**config.mk**
```make
export PLATFORM = sky130hd
export DESIGN_NAME = lfps_mac
export DESIGN_NICKNAME = d
export VERILOG_FILES = /design/src/hw/rtl/line_follow_pid_steering_top_macros.svh /design/src/hw/rtl/lfps_pkg.sv /design/src/hw/rtl/lfps_mac.sv
export SDC_FILE = /design/constraint.sdc
export NUM_CORES = 2
export LEC_CHECK = 0
export BUFFER_PORTS_ARGS = -buffer_cell sky130_fd_sc_hd__buf_2
export CORE_ASPECT_RATIO = 1.25
export CORE_MARGIN = 5
export CORE_UTILIZATION = 65
export DETAILED_ROUTE_END_ITERATION = 10
export GPL_ROUTABILITY_DRIVEN = 0
export PLACE_DENSITY = 0.89
export SYNTH_ARGS = -nofsm -noshare
export SYNTH_HDL_FRONTEND = slang
export SYNTH_SLANG_ARGS = --single-unit
```
**constraint.sdc**
```tcl
create_clock -name clock -period 10.05 [get_ports clock]
set_input_delay 2.01 -clock clock [delete_from_list [all_inputs] [get_ports clock]]
set_output_delay 2.01 -clock clock [all_outputs]
set_load 0.02 [all_outputs]
```
**src/hw/rtl/line_follow_pid_steering_top_macros.svh**
```systemverilog
`ifndef LINE_FOLLOW_PID_STEERING_TOP_MACROS_SVH
`define LINE_FOLLOW_PID_STEERING_TOP_MACROS_SVH

// Same-cycle implication, sampled on clock, off during reset.
`define LFPS_ASSERT_SAME(label, ante, cons) \
   label: assert property (@(posedge clock) disable iff (reset) (ante) |-> (cons)) \
      else $error("lfps: same-cycle check failed");

// Next-cycle implication, sampled on clock, off during reset.
`define LFPS_ASSERT_NEXT(label, ante, cons) \
   label: assert property (@(posedge clock) disable iff (reset) (ante) |=> (cons)) \
      else $error("lfps: next-cycle check failed");

`endif

```
**src/hw/rtl/lfps_pkg.sv**
```systemverilog
package lfps_pkg;

   localparam int SENSOR_N    = 7;
   localparam int IN_W        = 7;
   localparam int SPEED_W     = 7;
   localparam int GAIN_W      = 16;
   localparam int CSR_ADDR_W  = 2;
   localparam int CSR_DATA_W  = 16;
   localparam int SUM_W       = 9;   // |sum| <= 224
   localparam int MAG_W       = 8;
   localparam int CNT_W       = 3;
   localparam int ERR_W       = 17;  // |err| <= 51200
   localparam int QUO_W       = 16;
   localparam int DERIV_W     = 18;
   localparam int INTEG_W     = 32;
   localparam int OPA_W       = 32;
   localparam int OPB_W       = 17;
   localparam int PROD_W      = OPA_W + OPB_W;
   localparam int ACC_W       = 50;
   localparam int RECIP_W     = 20;
   localparam int RECIP_SHIFT = 19;  // 16-bit dividend + 3 bits for divisor <= 6
   localparam int FRAC_W      = 16;

   localparam logic [CNT_W-1:0]   CNT_NONE  = '0;
   localparam logic [CNT_W-1:0]   CNT_ALL   = CNT_W'(SENSOR_N);
   localparam logic [SPEED_W-1:0] SPEED_MAX = 7'd100;

   localparam logic [CSR_ADDR_W-1:0] CSR_GAIN_P     = 2'd0;
   localparam logic [CSR_ADDR_W-1:0] CSR_GAIN_I     = 2'd1;
   localparam logic [CSR_ADDR_W-1:0] CSR_GAIN_D     = 2'd2;
   localparam logic [CSR_ADDR_W-1:0] CSR_CRUISE_PCT = 2'd3;

   typedef enum logic [3:0] {
      ST_IDLE,
      ST_DIV,
      ST_ERR,
      ST_INT,
      ST_MP,
      ST_MI,
      ST_MD,
      ST_MW,
      ST_OUT
   } ctrl_state_type;

   typedef struct packed {
      logic mul_en;
      logic acc_load;
      logic acc_add;
   } mac_cmd_type;

   typedef struct packed {
      logic busy;
      logic done;
   } ctrl_stat_type;

   typedef struct packed {
      logic [GAIN_W-1:0]  gain_p;
      logic [GAIN_W-1:0]  gain_i;
      logic [GAIN_W-1:0]  gain_d;
      logic [SPEED_W-1:0] cruise_pct;
   } cfg_type;

   localparam cfg_type CFG_RESET = '{
      gain_p:     16'd256,
      gain_i:     16'd0,
      gain_d:     16'd0,
      cruise_pct: 7'd50
   };

   // Sensor weight, leftmost sensor first.
   function automatic logic signed [SUM_W-1:0] sensor_weight(input logic [CNT_W-1:0] idx);
      logic signed [SUM_W-1:0] w;
      case (idx)
         3'd0:    w = 9'sd200;
         3'd1:    w = 9'sd16;
         3'd2:    w = 9'sd8;
         3'd3:    w = 9'sd0;
         3'd4:    w = -9'sd8;
         3'd5:    w = -9'sd16;
         3'd6:    w = -9'sd200;
         default: w = 9'sd0;
      endcase
      return w;
   endfunction

   // ceil(2^RECIP_SHIFT / d), exact floor division for 16-bit dividends.
   function automatic logic [RECIP_W-1:0] recip(input logic [CNT_W-1:0] d);
      logic [RECIP_W-1:0] r;
      case (d)
         3'd1:    r = 20'd524288;
         3'd2:    r = 20'd262144;
         3'd3:    r = 20'd174763;
         3'd4:    r = 20'd131072;
         3'd5:    r = 20'd104858;
         3'd6:    r = 20'd87382;
         default: r = '0;
      endcase
      return r;
   endfunction

endpackage

```
**src/hw/rtl/lfps_mac.sv**
```systemverilog
module lfps_mac import lfps_pkg::*; (
   input  logic                     clock,
   input  mac_cmd_type              cmd,
   input  logic signed [OPA_W-1:0]  op_a,
   input  logic signed [OPB_W-1:0]  op_b,
   output logic signed [PROD_W-1:0] prod,
   output logic signed [ACC_W-1:0]  acc
);

   logic signed [PROD_W-1:0] prod_ff;
   logic signed [PROD_W-1:0] prod_in;
   logic signed [ACC_W-1:0]  acc_ff;
   logic signed [ACC_W-1:0]  acc_in;

   always_comb begin
      prod_in = prod_ff;
      if (cmd.mul_en) begin
         prod_in = PROD_W'(op_a) * PROD_W'(op_b);
      end
      acc_in = acc_ff;
      if (cmd.acc_load) begin
         acc_in = ACC_W'(prod_ff);
      end else if (cmd.acc_add) begin
         acc_in = acc_ff + ACC_W'(prod_ff);
      end
   end

   always_ff @(posedge clock) begin
      prod_ff <= prod_in;
      acc_ff  <= acc_in;
   end

   assign prod = prod_ff;
   assign acc  = acc_ff;

endmodule

```
---- After elaboration in Yosys (flattened, before gate mapping) ----
Index checks and enable logic that the tools add are counted.
operators by class
  add/sub/neg operators ................... 1
  mux-type cells .......................... 2
  $mul .................................... 1
  reduce and logical (&&, ||, !) cells .... 1
operators by type and width
  cell                          number
  two-way mux 50 bit            2
  adder 50 x 49 -> 50 bit       1
  multiplier 32 x 17 -> 49 bit  1
  nonzero test 2 bit            1
word-level totals
  bits in registers ....................... 99
  logic and storage cells ................. 7
  output and inout port bits .............. 99

---- Longest topological paths before layout ----
  depth in word-level cells ............... 3
  gate-level depth with buffers ........... 26

---- Least setup slack after synthesis ----
OpenSTA, ideal clock, no wires.
  kind .................................... input to register
  from .................................... input op_b[2]
  to ...................................... register prod_ff[48], in the netlist prod[48], data pin
  setup slack ............................. 2119 ps
  data required time ...................... 9788 ps
  cell stages on the path ................. 24
  arrival ................................. 7669 ps
  cells stage by stage .................... clkbuf_1 -> nand2_1 -> fa_1 -> inv_1 -> fa_1 -> inv_1 -> fa_1 -> inv_1 -> fa_1 -> fa_1 -> inv_1 -> fa_1 -> inv_1 -> ha_1 -> a21o_1 -> a31o_2 -> a221oi_1 -> o21ai_0 -> a21oi_1 -> o41ai_2 -> a41oi_1 -> o21ai_2 -> a221oi_2 -> xnor2_1
on the way
  word-level cells in the longest chain between the ends .. 1
ends and longest elaborated chain
  item                          RTL line        text
  start, declared               lfps_mac.sv:5   input logic signed [OPB_W-1:0] op_b,
  multiplier 32 x 17 -> 49 bit  lfps_mac.sv:18  prod_in = PROD_W'(op_a) * PROD_W'(op_b);
  end signal, assigned          lfps_mac.sv:29  prod_ff <= prod_in;
  end, declared                 lfps_mac.sv:10  logic signed [PROD_W-1:0] prod_ff;
No other way between the ends.
A chain may end at the register's enable or synchronous reset.

---- Worst setup path after layout ----
  from .................................... input op_b[2]
  to ...................................... register prod_ff[46], in the netlist prod[46], data pin
Same word-level chain as after synthesis.

==> flow_summary.yaml <==
die:
  die_w_um: 185
  rows: 80
  start_util_pct: 65.5
  core_area_sq_um: 38000
  die_h_um: 229
  num_io_pins: 152
  dieArea_sq_um: 42300
cts:
  postCtsHoldBufs: 0
  cts.sinks: 99
  clk_latency_ns: 0.36
  cts_setup_buffers: 0
  cts_made_buffers: 9
  ctsResizeCount: 0
  clockBufferDepth: 2
  clk_pin_slew_ns: 0.08
  cts.htree.levels: 3
  cts_tree: "yes"
  root_buffer: "clkbuf_16"
sta:
  tns_ns: 0
  skew_ns: 0.00823
  relSlewSlack_pct: 23.4
  hold_violations: 0
  worst_pin_slew_ns: 1.15
  max_freq_mhz: 116
  post-route-min-period_ns: 8.59
  slew_violations: 0
  final.setup.worst_slack_ns: 1.46
  min_period_over_period_pct: 85.5
  rsz0062_at_grt: "false"
  setup_viol: 0
yosys:
  syn_area_per_cell_sq_um: 9.26
  synthFlopType: "edfxtp_1"
  async_flop_share_pct: 0
  synth_compound_area_share_pct: 8.71
  synth.distinct_cells: 67
  synth_most_common_cell: "inv_1"
  yosysTopAreaCellShare_pct: 42.0
  synth_top_area_cell: "fa_1"
  synthCells: 2690
  synthMuxAreaShare_pct: 0.226
  ys_ff_latch: 99
  yosysSeqAreaShare_pct: 11.9
  synth.area.top_cells: "fa_1, edfxtp_1, inv_1"
  yosys.area_share.simple_pct: 15.9
  syn_nets: 3429
  synthXorXnorAreaFrac_pct: 2.99
  syn-cell-area_sq_um: 24900
  yosys_warnings: 0
  synth_edf_count: 99
  ys_top_cells_by_count: "inv_1, fa_1, nand2_1, and2_1, ha_1"
  synth_fa_ha_area_share_pct: 50.2
  synth_top_family_by_area: "adder cells"
detailed_routing:
  totalWireLength_um: 64200
  drc: 0
  firstDrtPassIters: 6
  drtIter0Drc: 1353
  via_per_inst: 6.02
  drt.antenna.violating_nets: 0
  wl_per_cell_um: 19.8
  num_vias: 19485
layout:
  multi_input_area_sq_um: 19400
  diodes: 0
  fin_nets: 3478
  seq_area_sq_um: 2970
  fillCellCount: 2681
  area_growth_pct: 5.05
  layout-drive-gt1-share_pct: 7.03
critical_path:
  cpMaxStageDelayCell: "fa_1"
  cp_num_buf_inv: 4
  cp_data_arrival_time_ns: 8.70
  crit_chain: "buf_2, nand2_1, fa_1, fa_1, fa_1, fa_1, inv_1, fa_1, inv_1, fa_1, inv_1, ha_1, o21ai_0, nor3_1, o21ai_1, a21oi_2, o2111ai_2, o41ai_2, a41oi_1, o21ai_2, a31oi_1, xnor2_1"
  worstSetupStartpointType: "input port"
  critPathKind: "in2reg"
  crit_family: "adder cells"
  crit_required_ns: 10.16
  critPathCaptureType: "register"
  path_max_fanout: 32
  crit_top_cell: "fa_1"
  slowest_delay_ns: 0.59
global_route:
  grt_max_degree: 100
  track_usage_pct: 31.3
  grt_pass1_vias: 21952
  antenna_found_initial: 0
  grt_pass1_wl_um: 107000
  gr-total-overflow: 0
placement:
  dp_hpwl_um: 51500
  numPortBuffers: 151
  post-place-ws_ns: 1.21
outcome:
  outcome: "complete, no violations"
run:
  maxCapViolCount: 0
worst_hold_path:
  hold_class: "reg2reg"
worst paths after layout:
| path | end | slack, ns | from | depth (start not counted) |
|---|---|---|---|---|
| worst max-delay path | prod[46]$_DFFE_PP_ | 1.46 | op_b[2] | 22 |
| worst min-delay path | acc[4]$_DFFE_PP_ | 0.62 | prod[4]$_DFFE_PP_ | 1 |
| worst max register to register | acc[48]$_DFFE_PP_ | 6.31 | prod[0]$_DFFE_PP_ | 13 |
| worst min register to register | acc[4]$_DFFE_PP_ | 0.62 | prod[4]$_DFFE_PP_ | 1 |
cell usage in the layout, fill, tap and decap left out, drive strengths merged, types with 4 or more instances in the layout:
cell / netlist / final
o31a: 4 / 4
a31oi: 10 / 10
nor3: 19 / 19
nor2: 87 / 87
o31ai: 5 / 5
and3: 15 / 15
or3: 4 / 4
a211oi: 11 / 11
a21oi: 92 / 92
xor2: 26 / 26
o21ai: 98 / 98
a211o: 7 / 7
inv: 548 / 553
a41oi: 5 / 5
and2: 240 / 240
a21o: 48 / 48
nand3: 22 / 22
o21bai: 9 / 9
fa: 522 / 522
nand2: 368 / 368
nor4: 5 / 5
nor2b: 11 / 11
nor3b: 4 / 4
a31o: 4 / 4
o21a: 18 / 18
nor4b: 5 / 5
edfxtp: 99 / 99
ha: 164 / 164
nand2b: 17 / 17
nand4: 12 / 12
clkbuf: 113 / 9
xnor2: 59 / 59
buf: 2 / 153
metrics by stage:
step                      hold slack (ns)  utilization (%)  instances  area, sq um
final                               0.623             68.8       3236        26200
after global routing                0.653             68.8       3236        26200
after CTS                           0.623             68.8       3236        26200
after detailed placement            0.612             68.0       3220        25900
after global placement              0.586             68.0       3220        25900
after floorplan                     0.690                -       2690        24900
cells by family (layout without fill, tap and decap cells):
| logic type | after synthesis | after routing |
|---|---|---|
| muxes | 5 | 5 |
| AOI/OAI and AO/OA | 334 | 334 |
| xor gates and xnor gates | 85 | 85 |
| buffers and inverters | 663 | 717 |
| adders and majority gates | 686 | 686 |
| and+or+nand+nor | 818 | 818 |
| DFF | 99 | 99 |
sequential cells by signal (all words and copies together) (netlist names):
name  cells
acc      50
prod     49
worst reg2reg max path, delay by kind of cell, from the launching register on:
| family | cells | cell delay, ns |
|---|---|---|
| AO/OA/AOI/OAI | 6 | 1.58 |
| adder cells (fa/ha/maj) | 2 | 0.64 |
| buffers and inverters | 1 | 0.08 |
| flip-flops | 1 | 0.40 |
| multiplexers | 1 | 0.21 |
| AND/OR/NAND/NOR | 3 | 0.59 |
layer usage:
metal  routed length [um]  GRT usage (%)  share of wire (%)  up-vias
li1                     -              -                  -     8356
met2                32400           54.0                 51     1179
met3                 5390           5.05                8.4      350
met5                    0              0                  0        -
met4                 4930           19.8                7.7        0
met1                21400           35.9                 33     9600
cell type report:
| class | count | share of cell area, % |
|---|---|---|
| clock inverter | 7 | 0.292 |
| sequential | 99 | 11.4 |
| tap | 492 | 2.35 |
| inverter | 548 | 7.86 |
| multi-input combinational | 1928 | 74.3 |
| timing repair buffer | 153 | 2.95 |
| clock buffer | 9 | 0.861 |
Power is not shown: default switching activity piles up to over one toggle a cycle in this logic, so the estimate is an artifact.
